## config.mk

```make
export PLATFORM = sky130hd
export DESIGN_NAME = periodic_task_ready_dispatcher_top_flat
export DESIGN_NICKNAME = d
export VERILOG_FILES = /design/src/sv/ptrd_pkg.sv /design/src/sv/ptrd_if.sv /design/src/sv/periodic_task_ready_dispatcher_top.sv /design/src/flat_wrapper.sv
export SDC_FILE = /design/constraint.sdc
export NUM_CORES = 1
export LEC_CHECK = 0
export BUFFER_PORTS_ARGS = -buffer_cell sky130_fd_sc_hd__buf_2
export CAP_MARGIN = 20
export CORE_MARGIN = 5
export CORE_UTILIZATION = 38
export DETAILED_ROUTE_END_ITERATION = 8
export GPL_TIMING_DRIVEN = 1
export PLACE_DENSITY = 0.59
export SYNTH_ARGS = -nofsm -noshare
export SYNTH_HDL_FRONTEND = slang
export SYNTH_SLANG_ARGS = --single-unit
```

## constraint.sdc

```tcl
create_clock -name clk -period 5.5 [get_ports clk]
set_input_delay 0.55 -clock clk [delete_from_list [all_inputs] [get_ports clk]]
set_output_delay 0.55 -clock clk [all_outputs]
set_load 0.05 [all_outputs]
```

## src/sv/ptrd_pkg.sv

```systemverilog
`timescale 1ns / 1ps
// ----------------------------------------------------------------------------
// ptrd_pkg
// Shared types and constants of the periodic task ready dispatcher: field
// widths, the counter width, operation codes and configuration register
// indexes.
// ----------------------------------------------------------------------------
package ptrd_pkg;

  // Number of tasks and the width of a task index.
  localparam int NUM_TASKS = 3;
  localparam int TASK_W    = 2;

  // Width of each periodic down-counter (4 to 32).
  localparam int CNT_W = 8;

  // Beat field widths.
  localparam int OP_W       = 2;
  localparam int INTERVAL_W = 8;
  localparam int REG_IDX_W  = 3;
  localparam int REG_DATA_W = 8;

  // Operation codes of an input beat.
  typedef enum logic [OP_W-1:0] {
    OP_TICK     = 2'd0,
    OP_ASET     = 2'd1,
    OP_DISPATCH = 2'd2,
    OP_NOP      = 2'd3
  } op_t;

  // Configuration register indexes.
  localparam logic [REG_IDX_W-1:0] REG_INTERVAL_A = 3'd0;
  localparam logic [REG_IDX_W-1:0] REG_INTERVAL_B = 3'd1;
  localparam logic [REG_IDX_W-1:0] REG_INTERVAL_C = 3'd2;
  localparam logic [REG_IDX_W-1:0] REG_ENABLE     = 3'd3;

  typedef logic [NUM_TASKS-1:0]            flags_t;
  typedef logic [CNT_W-1:0]                cnt_t;
  typedef logic [INTERVAL_W-1:0]           interval_t;

endpackage

```

## src/sv/ptrd_if.sv

```systemverilog
`timescale 1ns / 1ps
// ----------------------------------------------------------------------------
// ptrd_if
// Valid/ready channel interfaces of the dispatcher: the command input, the
// result output and the configuration write channel.
// ----------------------------------------------------------------------------

interface ptrd_in_if;
  logic                        valid;
  logic                        ready;
  logic [ptrd_pkg::OP_W-1:0]   opcode;
  logic [ptrd_pkg::TASK_W-1:0] task_index;

  modport source (output valid, output opcode, output task_index, input ready);
  modport sink   (input valid, input opcode, input task_index, output ready);
endinterface

interface ptrd_out_if;
  logic                           valid;
  logic                           ready;
  logic                           grant_valid;
  logic [ptrd_pkg::TASK_W-1:0]    granted_task;
  logic [ptrd_pkg::NUM_TASKS-1:0] ready_flags;

  modport source (output valid, output grant_valid, output granted_task,
                  output ready_flags, input ready);
  modport sink   (input valid, input grant_valid, input granted_task,
                  input ready_flags, output ready);
endinterface

interface ptrd_cfg_if;
  logic                            valid;
  logic                            ready;
  logic [ptrd_pkg::REG_IDX_W-1:0]  index;
  logic [ptrd_pkg::REG_DATA_W-1:0] data;

  modport source (output valid, output index, output data, input ready);
  modport sink   (input valid, input index, input data, output ready);
endinterface

```

## src/sv/periodic_task_ready_dispatcher_top.sv

```systemverilog
`timescale 1ns / 1ps
// ----------------------------------------------------------------------------
// periodic_task_ready_dispatcher_top
// Tick-driven fixed-priority dispatcher for three periodic tasks. Each task
// has a down-counter and a ready flag; ticks run the counters, async sets
// raise flags and dispatch requests grant the lowest-numbered ready task.
// ----------------------------------------------------------------------------
//
// Channel   Dir  Beat contents
// in_ch     in   opcode, task_index
// out_ch    out  grant_valid, granted_task, ready_flags (one per input beat)
// cfg_ch    in   index, data (register write, always accepted)
//
// One beat per cycle unless out_ch stalls: a beat goes through the input
// and result registers to out_ch, with no bubble between back-to-back beats.
// Task state is updated in the one combinational step between the input
// and result registers, so each beat sees the state its predecessor left.
// An out_ch stall holds the result; in_ch.ready drops only when both are full.
// rst_n (synchronous, active low) clears all task state and both valid bits.
// ----------------------------------------------------------------------------
module periodic_task_ready_dispatcher_top (
  input  logic       clk,
  input  logic       rst_n,
  ptrd_in_if.sink    in_ch,
  ptrd_out_if.source out_ch,
  ptrd_cfg_if.sink   cfg_ch
);

  // Input register: holds one accepted command beat.
  logic                          in_v_r;
  logic [ptrd_pkg::OP_W-1:0]     op_r;
  logic [ptrd_pkg::TASK_W-1:0]   tidx_r;

  // Result register.
  logic                          out_v_r;
  logic                          gv_r, gv_nxt;
  logic [ptrd_pkg::TASK_W-1:0]   gt_r, gt_nxt;
  ptrd_pkg::flags_t              flags_out_r;

  // Task state and configuration.
  ptrd_pkg::cnt_t      [ptrd_pkg::NUM_TASKS-1:0] cnt_r, cnt_nxt;
  ptrd_pkg::interval_t [ptrd_pkg::NUM_TASKS-1:0] interval_r, interval_nxt;
  ptrd_pkg::flags_t                              enable_r, enable_nxt;
  ptrd_pkg::flags_t                              ready_r, ready_nxt;

  logic adv;
  logic in_fire;
  logic cfg_fire;
  ptrd_pkg::cnt_t dec_cnt;

  // The beat in the input register moves on when the result register is
  // free or is being emptied this cycle.
  assign adv      = in_v_r && (!out_v_r || out_ch.ready);
  assign in_fire  = in_ch.valid && in_ch.ready;
  assign cfg_fire = cfg_ch.valid && cfg_ch.ready;

  assign in_ch.ready  = !in_v_r || adv;
  assign cfg_ch.ready = 1'b1;

  assign out_ch.valid        = out_v_r;
  assign out_ch.grant_valid  = gv_r;
  assign out_ch.granted_task = gt_r;
  assign out_ch.ready_flags  = flags_out_r;

  // Next task state for the beat leaving the input register, followed by any
  // configuration write (the user must write only while the block is idle).
  always_comb begin
    cnt_nxt      = cnt_r;
    interval_nxt = interval_r;
    enable_nxt   = enable_r;
    ready_nxt    = ready_r;
    gv_nxt       = 1'b0;
    gt_nxt       = '0;
    dec_cnt      = '0;

    if (adv) begin
      case (ptrd_pkg::op_t'(op_r))
        ptrd_pkg::OP_TICK: begin
          for (int i = 0; i < ptrd_pkg::NUM_TASKS; i++) begin
            if (enable_r[i]) begin
              dec_cnt = cnt_r[i] - ptrd_pkg::cnt_t'(1);
              if (dec_cnt == '0) begin
                // Reload; a zero interval reloads zero, giving a full wrap.
                cnt_nxt[i]   = ptrd_pkg::CNT_W'(interval_r[i]);
                ready_nxt[i] = 1'b1;
              end else begin
                cnt_nxt[i] = dec_cnt;
              end
            end
          end
        end
        ptrd_pkg::OP_ASET: begin
          // An out-of-range task index is ignored.
          if (tidx_r < ptrd_pkg::TASK_W'(ptrd_pkg::NUM_TASKS)) begin
            ready_nxt[tidx_r] = 1'b1;
          end
        end
        ptrd_pkg::OP_DISPATCH: begin
          // Scan from the top so the lowest ready index wins.
          for (int i = ptrd_pkg::NUM_TASKS - 1; i >= 0; i--) begin
            if (ready_r[i]) begin
              gv_nxt = 1'b1;
              gt_nxt = ptrd_pkg::TASK_W'(i);
            end
          end
          if (gv_nxt) begin
            ready_nxt[gt_nxt] = 1'b0;
          end
        end
        default: begin
        end
      endcase
    end

    if (cfg_fire) begin
      unique case (cfg_ch.index) inside
        ptrd_pkg::REG_INTERVAL_A, ptrd_pkg::REG_INTERVAL_B,
        ptrd_pkg::REG_INTERVAL_C: begin
          interval_nxt[cfg_ch.index[ptrd_pkg::TASK_W-1:0]] =
            ptrd_pkg::INTERVAL_W'(cfg_ch.data);
          cnt_nxt[cfg_ch.index[ptrd_pkg::TASK_W-1:0]] =
            ptrd_pkg::CNT_W'(cfg_ch.data);
        end
        ptrd_pkg::REG_ENABLE: begin
          enable_nxt = cfg_ch.data[ptrd_pkg::NUM_TASKS-1:0];
        end
        default: begin
          // Writes beyond the register list are dropped.
        end
      endcase
    end
  end

  // Control and task state.
  always_ff @(posedge clk) begin
    if (!rst_n) begin
      in_v_r     <= 1'b0;
      out_v_r    <= 1'b0;
      cnt_r      <= '0;
      interval_r <= '0;
      enable_r   <= '0;
      ready_r    <= '0;
    end else begin
      if (in_ch.ready) begin
        in_v_r <= in_fire;
      end
      if (adv) begin
        out_v_r <= 1'b1;
      end else if (out_ch.ready) begin
        out_v_r <= 1'b0;
      end
      cnt_r      <= cnt_nxt;
      interval_r <= interval_nxt;
      enable_r   <= enable_nxt;
      ready_r    <= ready_nxt;
    end
  end

  // Payload registers.
  always_ff @(posedge clk) begin
    if (in_fire) begin
      op_r   <= in_ch.opcode;
      tidx_r <= in_ch.task_index;
    end
    if (adv) begin
      gv_r        <= gv_nxt;
      gt_r        <= gt_nxt;
      flags_out_r <= ready_nxt;
    end
  end

`ifndef SYNTHESIS
  // A dispatch that finds any ready task must report a grant.
  a_dispatch_grants: assert property (@(posedge clk) disable iff (!rst_n)
    adv && (op_r == ptrd_pkg::OP_DISPATCH) && (ready_r != '0) |=> gv_r)
    else $error("dispatch with a ready task produced no grant");

  // Only a dispatch may report a grant.
  a_grant_only_dispatch: assert property (@(posedge clk) disable iff (!rst_n)
    adv && (op_r != ptrd_pkg::OP_DISPATCH) |=> !gv_r)
    else $error("grant reported for a non-dispatch beat");

  // Outside a dispatch, ready flags are never cleared.
  a_flags_sticky: assert property (@(posedge clk) disable iff (!rst_n)
    adv && (op_r != ptrd_pkg::OP_DISPATCH)
      |=> ((ready_r & $past(ready_r)) == $past(ready_r)))
    else $error("ready flag cleared without a dispatch");
`endif

endmodule
```

## src/flat_wrapper.sv

```systemverilog
// flat-port wrapper written by rule: the top's interface ports become plain ports
module periodic_task_ready_dispatcher_top_flat 
  (clk, rst_n, in_ch_valid, in_ch_opcode, in_ch_task_index, in_ch_ready, out_ch_valid, out_ch_grant_valid, out_ch_granted_task, out_ch_ready_flags, out_ch_ready, cfg_ch_valid, cfg_ch_index, cfg_ch_data, cfg_ch_ready);
  ptrd_in_if in_ch_i ();
  ptrd_out_if out_ch_i ();
  ptrd_cfg_if cfg_ch_i ();
  input  logic clk;
  input  logic rst_n;
  input wire logic [$bits(in_ch_i.valid)-1:0] in_ch_valid;
  input wire logic [$bits(in_ch_i.opcode)-1:0] in_ch_opcode;
  input wire logic [$bits(in_ch_i.task_index)-1:0] in_ch_task_index;
  output wire logic [$bits(in_ch_i.ready)-1:0] in_ch_ready;
  output wire logic [$bits(out_ch_i.valid)-1:0] out_ch_valid;
  output wire logic [$bits(out_ch_i.grant_valid)-1:0] out_ch_grant_valid;
  output wire logic [$bits(out_ch_i.granted_task)-1:0] out_ch_granted_task;
  output wire logic [$bits(out_ch_i.ready_flags)-1:0] out_ch_ready_flags;
  input wire logic [$bits(out_ch_i.ready)-1:0] out_ch_ready;
  input wire logic [$bits(cfg_ch_i.valid)-1:0] cfg_ch_valid;
  input wire logic [$bits(cfg_ch_i.index)-1:0] cfg_ch_index;
  input wire logic [$bits(cfg_ch_i.data)-1:0] cfg_ch_data;
  output wire logic [$bits(cfg_ch_i.ready)-1:0] cfg_ch_ready;
  assign in_ch_i.valid = in_ch_valid;
  assign in_ch_i.opcode = in_ch_opcode;
  assign in_ch_i.task_index = in_ch_task_index;
  assign in_ch_ready = in_ch_i.ready;
  assign out_ch_valid = out_ch_i.valid;
  assign out_ch_grant_valid = out_ch_i.grant_valid;
  assign out_ch_granted_task = out_ch_i.granted_task;
  assign out_ch_ready_flags = out_ch_i.ready_flags;
  assign out_ch_i.ready = out_ch_ready;
  assign cfg_ch_i.valid = cfg_ch_valid;
  assign cfg_ch_i.index = cfg_ch_index;
  assign cfg_ch_i.data = cfg_ch_data;
  assign cfg_ch_ready = cfg_ch_i.ready;
  periodic_task_ready_dispatcher_top u_core (.clk(clk), .rst_n(rst_n), .in_ch(in_ch_i), .out_ch(out_ch_i), .cfg_ch(cfg_ch_i));
endmodule
```

==> summary.txt, run 1 <==
Outcome - complete, no violations
Final wirelength - 8160 µm
Vias - 2,894
Port bufs - 27
Post-CTS setup buffers - 0
CP max stage delay - 0.56 ns
Clock Tree Buf Depth - 2
Post-DP HPWL - 5790 µm
Initial antenna violation count - 0
Hold buffer count at CTS - 0
Hold Path Class - in -> reg
Wl on met1 - 3970 µm
# IOs - 29
Drt initial violations - 190
Die extent in x - 103 µm
First-pass GRT wire length - 13,500 µm
Slowest stage cell, crit path - or4_4
GRT Util Overall - 16.3%
CP Launch Type - register
Leakage - 1.32 nW
Buf+Inv Stages, Crit Path - 1
Synthesized area - 3300 µm²
Avg Inst Size Synth - 8.39 µm²
P per Cell Area - 279 nW/µm²
Met2 Wirelength - 3740 µm
Actual slew at the worst max-slew pin - 0.754 ns
P&R area growth vs syn - 13.0%
Register area share after synthesis - 43.1%
Grt ovf - 0
Synth Register Bits - 66
Post-synth cell types - 55
Tmin final - 2.84 ns
Max Cap Viol - 0
Worst rel slew slack - 49.3%
Sum Neg Setup Slack - 0 ns
CP endpoint kind - register
Residual DRC - 0
Setup WS post-layout - 2.66 ns
Top sig layer - met4
Post-DRT Antenna Nets - 0
TritonCTS buffer count - 9
# fillers - 914
Met3 WL - 362 µm
RSZ-0062 raised after global routing - no
Depth of the worst register-to-register path - 8
Maximum clock rate - 352 MHz
CP arrival - 3.06 ns
Largest net degree at the start of global routing - 33
Syn Inst Count - 393
Worst Hold End - u_core.tidx_r[0]$_DFFE_PP_
Setup violators final - 0
# rows - 34
Average vias per placed instance - 5.47
Worst Path Max Fanout - 9
CTS Root Cell - clkbuf_8
Placed instance area - 3500 µm²
WP data required - 5.72 ns
Gp weighted congestion - 0.815
Setup WS pre-CTS - 2.66 ns
Launching point of the worst reg2reg path - u_core.cnt_r[16]$_SDFF_PN0_
Cts repair resizes - 0
Final hold violation count - 0
Critical path's top delay family - simple AND/OR/NAND/NOR gates
CTS tree - built
Highest-count cells in the layout ignoring fill and taps - nand2_1, dfxtp_1, a21oi_1, buf_2, nor2_1
Slew Viols, Final - 0
Hold path cells - 1
Async SR Flop Fraction - 0%
Htree depth - 3
DIE HEIGHT - 103 µm
VDD IR max - 0.0000987 V
Vias in the first global route - 2,726
Syn. warnings - 0
Most common cell after layout, fill and taps aside - nand2_1
Post-synth net total - 419
Fin crit share - 51.6%
Initial Utilization - 38.4%
Synth Flop Type - dfxtp_1
Routed length per instance - 15.4 µm
Design area - 3730 µm²
RR Endpoint - u_core.out_ch.ready_flags[2]$_DFFE_PP_
CTS sink count - 66
Share of layout cells above drive strength 1 - 12.1%
Hold_sp - in_ch_task_index[0]
Ant diodes - 0
Nets@finish - 442
Crit-path cells - inv_1, ha_1, or3b_4, o31a_1, or4_4, nor3b_4, a221o_2, a22o_1
Detailed Routing Iterations Pass 1 - 4
Post-synth EDFFs - 10
Reg clk slew, reported paths - 0.08 ns
Total power - 1.04 mW
Worst-skew pair later-pin latency - 0.35 ns
R2r setup slk - 2.66 ns
Clock Skews - 0.00832 ns
Critical path class - reg -> reg
Full die area - 10,600 µm²
Core Area - 8590 µm²
-- registers in the layout (all words and copies together) (netlist names) --
register	flops
u_core.cnt_r	24
u_core.interval_r	24
u_core.enable_r	3
u_core.out_ch.ready_flags	3
u_core.ready_r	3
u_core.op_r	2
u_core.out_ch.granted_task	2
u_core.tidx_r	2
u_core.in_v_r	1
u_core.out_ch.grant_valid	1
u_core.out_ch.valid	1
-- where the power goes --
part	total, mW	internal (mW)	switching, mW
Clock	0.404	0.207	0.196
Sequential	0.520	0.505	0.0152
Combinational	0.116	0.0452	0.0710
Total	1.04	0.758	0.283
-- cell usage after synthesis (6+ instances only) --
library cell / n / area (µm²)
xnor2_1: 12 / 105
xor2_1: 6 / 52.6
clkbuf_1: 14 / 52.6
inv_1: 13 / 48.8
dfxtp_1: 56 / 1120
nor4_1: 7 / 43.8
nand2b_1: 6 / 37.5
edfxtp_1: 10 / 300
nand2_1: 70 / 263
a31oi_1: 13 / 81.3
o21ai_0: 16 / 80.1
nor3_1: 8 / 40.0
nor2_1: 25 / 93.8
ha_1: 6 / 75.1
a21oi_1: 38 / 190
nand3_1: 9 / 45.0
o221ai_1: 8 / 70.1
-- area by class of cell --
class | count | area, µm² | area share [%]
Multi-Input combinational cell | 298 | 1760 | 47.3
Sequential cell | 66 | 1420 | 38.1
Timing Repair Buffer | 28 | 163 | 4.37
Tap cell | 108 | 135 | 3.63
Clock buffer | 9 | 124 | 3.32
Clock inverter | 7 | 70.1 | 1.88
Inverter | 13 | 48.8 | 1.31
-- cells by family after synthesis --
logic type,Yosys count,synth area share [%]
DFF,66,43.1
adders and majority gates,6,2.28
other,1,0.114
buffers and inverters,29,3.41
muxes,5,1.52
xor gates and xnor gates,18,4.78
and+or+nand+nor,164,25.0
AOI/OAI and AO/OA,104,19.8
-- worst max-delay path by stage --
stage / depth (start not counted) / start / endpoint
2_1_floorplan: 8 / u_core.cnt_r[16]$_SDFF_PN0_ / u_core.out_ch.ready_flags[2]$_DFFE_PP_
3_3_place_gp: 8 / u_core.cnt_r[16]$_SDFF_PN0_ / u_core.out_ch.ready_flags[2]$_DFFE_PP_
3_5_place_dp: 8 / u_core.cnt_r[16]$_SDFF_PN0_ / u_core.out_ch.ready_flags[2]$_DFFE_PP_
4_1_cts: 8 / u_core.cnt_r[16]$_SDFF_PN0_ / u_core.out_ch.ready_flags[2]$_DFFE_PP_
5_1_grt: 8 / u_core.cnt_r[16]$_SDFF_PN0_ / u_core.out_ch.ready_flags[2]$_DFFE_PP_
6_report: 8 / u_core.cnt_r[16]$_SDFF_PN0_ / u_core.out_ch.ready_flags[2]$_DFFE_PP_
-- metal layers --
layer	global-route usage, %	vias to the layer above
met3	2.44	7
met4	5.98	0
met1	22.9	1364
met5	0	-
li1	-	1461
met2	25.5	62
-- metrics by stage --
stage          hold slack [ns]  std cells  utilization [%]
5_1_grt                  0.360        529             43.4
6_report                 0.374        529             43.4
2_1_floorplan            0.434        393                -
3_3_place_gp             0.443        512             40.8
4_1_cts                  0.358        528             43.0
3_5_place_dp             0.448        512             40.8
Note: power is estimated with default switching activity, not from simulation.
==> run 2: changes to the inputs <==
ABC_AREA = 1   (was not set)
clock period = 2.9 ns   (was 5.5 ns; I/O delays follow)
==> run 2 against run 1 <==
Compared with the run above:
- maximum frequency rose by 51%
- first-iteration DRC count decreased by 45%
- non-clock buffer count down 1
- synthesized cell count is 24% higher
- core utilization rose by 0.38 points
- register-to-register slack worse by 1.6 ns
- worst setup slack worse by 1.6 ns
- largest power group unchanged
- hold slack got worse by 0.25 ns
- clock power grew 75%
- wire length fell by 2.7%
- clock skew barely moved
- largest cell class unchanged
==> summary.txt, run 2 <==
Outcome - complete, no violations
Most common cell after layout, fill and taps aside - nand2_1
Register area share after synthesis - 41.7% (-1.4 points)
Tmin final - 1.88 ns (-0.957 ns)
Largest net degree at the start of global routing - 27 (-18%)
Hold buffer count at CTS - 0 (unchanged)
CP endpoint kind - register
Post-synth EDFFs - 10 (unchanged)
Share of layout cells above drive strength 1 - 13.5% (+1.3 points)
RR Endpoint - u_core.out_ch.ready_flags[1]$_DFFE_PP_
Post-DRT Antenna Nets - 0 (unchanged)
First-pass GRT wire length - 13,200 µm (-2.1%)
Htree depth - 3 (unchanged)
Vias - 3,085 (+6.6%)
Synth Flop Type - dfxtp_1
P&R area growth vs syn - 11.9%
Hold Path Class - in -> reg
Vias in the first global route - 2,810 (+3.1%)
Worst Path Max Fanout - 10 (+1)
CTS sink count - 66 (unchanged)
Clock Skews - 0.00838 ns (+0.0000617 ns)
Average vias per placed instance - 4.91 (-10%)
Maximum clock rate - 531 MHz (+51%)
CTS tree - built
CP arrival - 2.11 ns (-0.95 ns)
Fin crit share - 65.0% (+13 points)
Initial antenna violation count - 0 (unchanged)
Largest registers - u_core.cnt_r: 24 flops, u_core.interval_r: 24 flops
Layout Utilization - 43.7% (+0.38 points)
Final wirelength - 7940 µm (-2.7%)
Post-CTS setup buffers - 0 (unchanged)
Hold_sp - in_ch_opcode[0]
P per Cell Area - 521 nW/µm² (+87%)
Sum Neg Setup Slack - 0 ns (unchanged)
Depth of the worst register-to-register path - 12 (+4)
Cts repair resizes - 0 (unchanged)
Async SR Flop Fraction - 0% (unchanged)
Detailed Routing Iterations Pass 1 - 4 (unchanged)
# rows - 34 (unchanged)
Max Cap Viol - 0 (unchanged)
CTS Root Cell - clkbuf_8
Post-synth net total - 512 (+22%)
VDD IR max - 0.000305 V (+210%)
Leakage - 1.64 nW (+24%)
Syn Inst Count - 486 (+24%)
Highest-count cells in the layout ignoring fill and taps - nand2_1, a21oi_1, nor2_1, inv_1, dfxtp_1
TritonCTS buffer count - 9 (unchanged)
Final hold violation count - 0 (unchanged)
Clock Tree Buf Depth - 2 (unchanged)
Placed instance area - 3640 µm² (+3.9%)
CP Launch Type - register
Setup WS post-layout - 1.02 ns (-1.64 ns)
Setup violators final - 0 (unchanged)
Post-synth cell types - 32 (-42%)
Residual DRC - 0 (unchanged)
Drt initial violations - 104 (-45%)
Worst-skew pair later-pin latency - 0.34 ns (about the same)
Synth area leader - dfxtp_1
Die extent in x - 105 µm (+1.5%)
Gp weighted congestion - 0.861 (+5.6%)
Routed length per instance - 12.6 µm (-18%)
GRT Util Overall - 14.5% (-1.9 points)
Worst Hold End - u_core.op_r[0]$_DFFE_PP_
Post-DP HPWL - 5880 µm (+1.6%)
Count leader, synth - nand2_1
DIE HEIGHT - 105 µm (+1.5%)
Design area - 3810 µm² (+2.4%)
Top area cells in the synthesized netlist - dfxtp_1, nand2_1, a21oi_1, edfxtp_1, nor2_1
Nets@finish - 541 (+22%)
Syn. warnings - 0 (unchanged)
Avg Inst Size Synth - 7.02 µm² (-16%)
Initial Utilization - 39.1% (+0.72 points)
Hold path cells - 1 (unchanged)
Full die area - 11,000 µm² (+3.0%)
Synth cell count leaders - nand2_1, a21oi_1, nor2_1
Synth Register Bits - 66 (unchanged)
Ant diodes - 0 (unchanged)
Launching point of the worst reg2reg path - u_core.cnt_r[8]$_SDFF_PN0_
Grt ovf - 0 (unchanged)
Reg clk slew, reported paths - 0.07 ns (about the same)
# fillers - 938 (+2.6%)
Synthesized area - 3410 µm² (+3.4%)
Port bufs - 27 (unchanged)
Setup WS pre-CTS - 1.04 ns (-1.62 ns)
WP data required - 3.12 ns (-2.60 ns)
Core Area - 8720 µm² (+1.5%)
# IOs - 29 (unchanged)
Slew Viols, Final - 0 (unchanged)
Critical path class - reg -> reg
RSZ-0062 raised after global routing - no
Top cell type's share of synthesized area - 32.9% (-1.1 points)
R2r setup slk - 1.02 ns (-1.64 ns)
-- run 2: power by group --
part / switching (mW) / internal, mW / total (mW) / leakage, nW
logic: 0.198 / 0.0950 / 0.293 / 0.999
clock network: 0.349 / 0.357 / 0.706 / 0.0867
registers: 0.0250 / 0.965 / 0.990 / 0.553
total: 0.571 / 1.42 / 1.99 / 1.64
-- run 2: logic make-up (layout without fill, tap and decap cells) --
| logic type | after synthesis | in the layout | synth area share (%) |
|---|---|---|---|
| flip-flops | 66 | 66 | 41.7 |
| AND/OR/NAND/NOR | 240 | 240 | 32.3 |
| buffers and inverters | 72 | 106 | 8.18 |
| AO/OA/AOI/OAI | 97 | 97 | 14.5 |
| adder cells (fa/ha/maj) | 6 | 6 | 2.20 |
| other | 1 | 1 | 0.110 |
| XOR/XNOR | 4 | 4 | 1.03 |
-- run 2: how the worst max path moves through the flow --
stage,startpoint,to,depth (start not counted)
2_1_floorplan,u_core.out_ch.valid$_SDFFE_PN0P_,u_core.out_ch.ready_flags[1]$_DFFE_PP_,8
3_3_place_gp,out_ch_ready,u_core.out_ch.ready_flags[1]$_DFFE_PP_,10
3_5_place_dp,u_core.cnt_r[8]$_SDFF_PN0_,u_core.out_ch.ready_flags[1]$_DFFE_PP_,12
4_1_cts,u_core.cnt_r[0]$_SDFF_PN0_,u_core.cnt_r[5]$_SDFF_PN0_,12
5_1_grt,u_core.cnt_r[16]$_SDFF_PN0_,u_core.out_ch.ready_flags[2]$_DFFE_PP_,12
6_report,u_core.cnt_r[8]$_SDFF_PN0_,u_core.out_ch.ready_flags[1]$_DFFE_PP_,12
-- run 2: cell type report --
| class | instances | area (µm²) | area share (%) |
|---|---|---|---|
| flip-flops and latches | 66 | 1420 | 37.3 |
| inverters | 63 | 239 | 6.26 |
| well taps | 108 | 135 | 3.54 |
| multi-input cells | 348 | 1710 | 44.8 |
| repair buffers | 27 | 135 | 3.54 |
| clock inverters | 2 | 12.5 | 0.328 |
| clock buffers | 14 | 163 | 4.26 |
-- run 2: routing by layer --
metal	vias to the layer above	track usage, %	wire length, µm
met4	0	4.84	104
met2	47	22.3	3640
met5	-	0	0
li1	1623	-	-
met3	7	3.27	237
met1	1408	20.0	3960
-- run 2: through the flow --
step | total power [mW] | instances | hold WS [ns]
floorplan | 1.23 | 486 | 0.389
global placement | 1.30 | 612 | 0.440
detailed placement | 1.30 | 612 | 0.444
CTS | 2.00 | 628 | 0.112
global route | 2.09 | 628 | 0.116
finish | 1.99 | 628 | 0.123
-- run 2: worst max-delay path, stage by stage, from the launching register on --
cell and delay [ns]:
dfxtp_1 0.34, inv_1 0.12, ha_1 0.22, nand2_1 0.10
nor2_1 0.14, nand2_1 0.07, nand2_1 0.07, nand2_2 0.07
nor2_4 0.25, nand4_1 0.19, nand2_1 0.09, nand2_1 0.06
inv_1 0.05
==> run 3: changes to the inputs <==
clock period = 1.8 ns   (was 2.9 ns; I/O delays follow)
==> run 3 against run 2 <==
Compared with the run above:
- final cell count increased by 3.5%
- via count increased by 3.5%
- core utilization increased by 5.0 points
- power rose by 92%
- global-route usage rose by 0.88 points
- wire length rose by 5.3%
- flip-flop and latch count unchanged
- hold slack lost 0.098 ns
- sequential share of layout area decreased by 3.5 points
- first-iteration DRC count up 42%
- highest routed layer unchanged
==> summary.txt, run 3 (same netlist as run 2, synthesis figures left out) <==
Initial Utilization - 39.1% (unchanged)
Average vias per placed instance - 4.91 (about the same)
CTS Root Cell - clkbuf_8
Cell internal pwr - 2.80 mW (+98%)
Final hold violation count - 0 (unchanged)
Routed length per instance - 12.9 µm (+1.7%)
Hold Path Class - in -> reg
# rows - 34 (unchanged)
# IOs - 29 (unchanged)
Leakage - 1.82 nW (+11%)
Gp weighted congestion - 0.847 (-1.7%)
Grt ovf - 0 (unchanged)
Vias - 3,192 (+3.5%)
CP Launch Type - register
Largest net degree at the start of global routing - 18 (-33%)
RSZ-0062 raised after global routing - yes
CTS tree - built
Highest-count cells in the layout ignoring fill and taps - nand2_1, nor2_1, a21oi_1, dfxtp_1, inv_1
Tmin final - 1.68 ns (-0.203 ns)
P per Cell Area - 896 nW/µm² (+72%)
Layout Utilization - 48.7% (+5.0 points)
Comb power frac - 15.0% (+0.3 points)
Most used cell, CP - nand2_2
Crit-path cells - inv_4, ha_4, inv_4, nor3_4, nand2_1, nand2_2, nand2_4, nor2_4, nand2_2, nand2_2, nand3_2, a21oi_2
Initial antenna violation count - 0 (unchanged)
VDD IR max - 0.000475 V (+56%)
Net Switching - 1.01 mW (+76%)
Core Area - 8720 µm² (unchanged)
Clock power share - 43.2% (+7.7 points)
Slew Viols, Final - 0 (unchanged)
Residual DRC - 0 (unchanged)
Share of power burned in registers - 41.9% (-7.9 points)
WP data required - 2.07 ns (-1.05 ns)
Clock Skews - 0.0135 ns (+0.00512 ns)
Worst-skew pair later-pin latency - 0.35 ns (about the same)
Clock Tree Buf Depth - 2 (unchanged)
Die extent in x - 105 µm (unchanged)
CP max stage delay - 0.36 ns (+0.02 ns)
First-pass GRT wire length - 13,800 µm (+4.7%)
GRT Util Overall - 15.3% (+0.88 points)
TritonCTS buffer count - 9 (unchanged)
Post-DP HPWL - 6090 µm (+3.5%)
Sw Share - 26.5% (-2.3 points)
Max Cap Viol - 0 (unchanged)
Drt initial violations - 148 (+42%)
Slowest stage cell, crit path - dfxtp_4
CP endpoint kind - register
CTS sink count - 66 (unchanged)
Most common cell after layout, fill and taps aside - nand2_1
Ant diodes - 0 (unchanged)
Vias in the first global route - 2,968 (+5.6%)
P&R area growth vs syn - 24.6%
Post-DRT Antenna Nets - 0 (unchanged)
Total power - 3.81 mW (+92%)
Share of layout cells above drive strength 1 - 23.1% (+9.6 points)
Setup violators final - 0 (unchanged)
Full die area - 11,000 µm² (unchanged)
DIE HEIGHT - 105 µm (unchanged)
Htree depth - 3 (unchanged)
Detailed Routing Iterations Pass 1 - 4 (unchanged)
Port bufs - 27 (unchanged)
Worst Path Max Fanout - 5 (-5)
Maximum clock rate - 595 MHz (+12%)
Reg clk slew, reported paths - 0.07 ns (about the same)
Nets@finish - 563 (+4.1%)
CP arrival - 1.95 ns (-0.16 ns)
Critical path class - reg -> reg
Fin crit share - 93.4% (+28 points)
Sum Neg Setup Slack - 0 ns (unchanged)
Outcome - complete, no violations
Final wirelength - 8360 µm (+5.3%)
Largest registers - u_core.cnt_r: 24 flops, u_core.interval_r: 24 flops
run 3: per-stage QoR:
| step | cell area [µm²] | instances | setup slack [ns] | hold slack [ns] |
|---|---|---|---|---|
| after floorplan | 3410 | 486 | 0.0424 | 0.279 |
| after global placement | 3760 | 626 | 0.0356 | 0.359 |
| after detailed placement | 3760 | 626 | 0.0110 | 0.363 |
| after CTS | 4040 | 643 | 0.000701 | 0.000465 |
| after global routing | 4250 | 650 | -0.00880 | 0.00404 |
| final | 4250 | 650 | 0.120 | 0.0255 |
run 3: repair_timing:
action	in CTS	in global routing
cloned	0	3
pin swaps	3	14
endpoints found under the setup margin	10	30
hold buffers	0	2
endpoints found under the hold margin	0	2
gates resized for setup	1	47
buffers inserted	1	2
run 3: area by class of cell:
| cell class | instances | area [µm²] |
|---|---|---|
| fill | 889 | 4470 |
| inverter | 63 | 244 |
| multi-input combinational | 351 | 1870 |
| timing repair buffer | 46 | 295 |
| clock buffer | 11 | 163 |
| clock inverter | 5 | 108 |
| sequential | 66 | 1430 |
| tap | 108 | 135 |
run 3: per-layer routing:
layer | GRT usage [%] | up-vias | wire length [µm]
met4 | 6.48 | 0 | 132
met5 | 0 | - | 0
met3 | 3.33 | 10 | 228
li1 | - | 1677 | -
met2 | 23.7 | 32 | 3950
met1 | 20.7 | 1473 | 4050
run 3: path summary, 6_finish.rpt:
check	cells after the start	slack (ns)	from	endpoint
worst min-delay path	1	0.03	in_ch_opcode[1]	u_core.op_r[1]$_DFFE_PP_
worst max-delay path	12	0.12	u_core.cnt_r[16]$_SDFF_PN0_	u_core.cnt_r[17]$_SDFF_PN0_
worst min register to register	2	0.46	u_core.interval_r[8]$_SDFFE_PN0P_	u_core.interval_r[8]$_SDFFE_PN0P_
worst max register to register	12	0.12	u_core.cnt_r[16]$_SDFF_PN0_	u_core.cnt_r[17]$_SDFF_PN0_
run 3: worst max-delay path: cells and delay by family (launching register included):
kind / cells / cell delay [ns]
flops: 1 / 0.36
compound gates: 1 / 0.14
fa+ha+maj: 1 / 0.15
simple gates: 8 / 0.85
buf+inv: 2 / 0.09
run 3: power groups by stage:
stage / Clock [mW] / Sequential [mW] / Combinational, mW
after floorplan: 0 / 1.64 / 0.339
after detailed placement: 0 / 1.63 / 0.489
after global routing: 1.76 / 1.60 / 0.641
final: 1.64 / 1.59 / 0.570
after CTS: 1.67 / 1.59 / 0.497
after global placement: 0 / 1.63 / 0.483
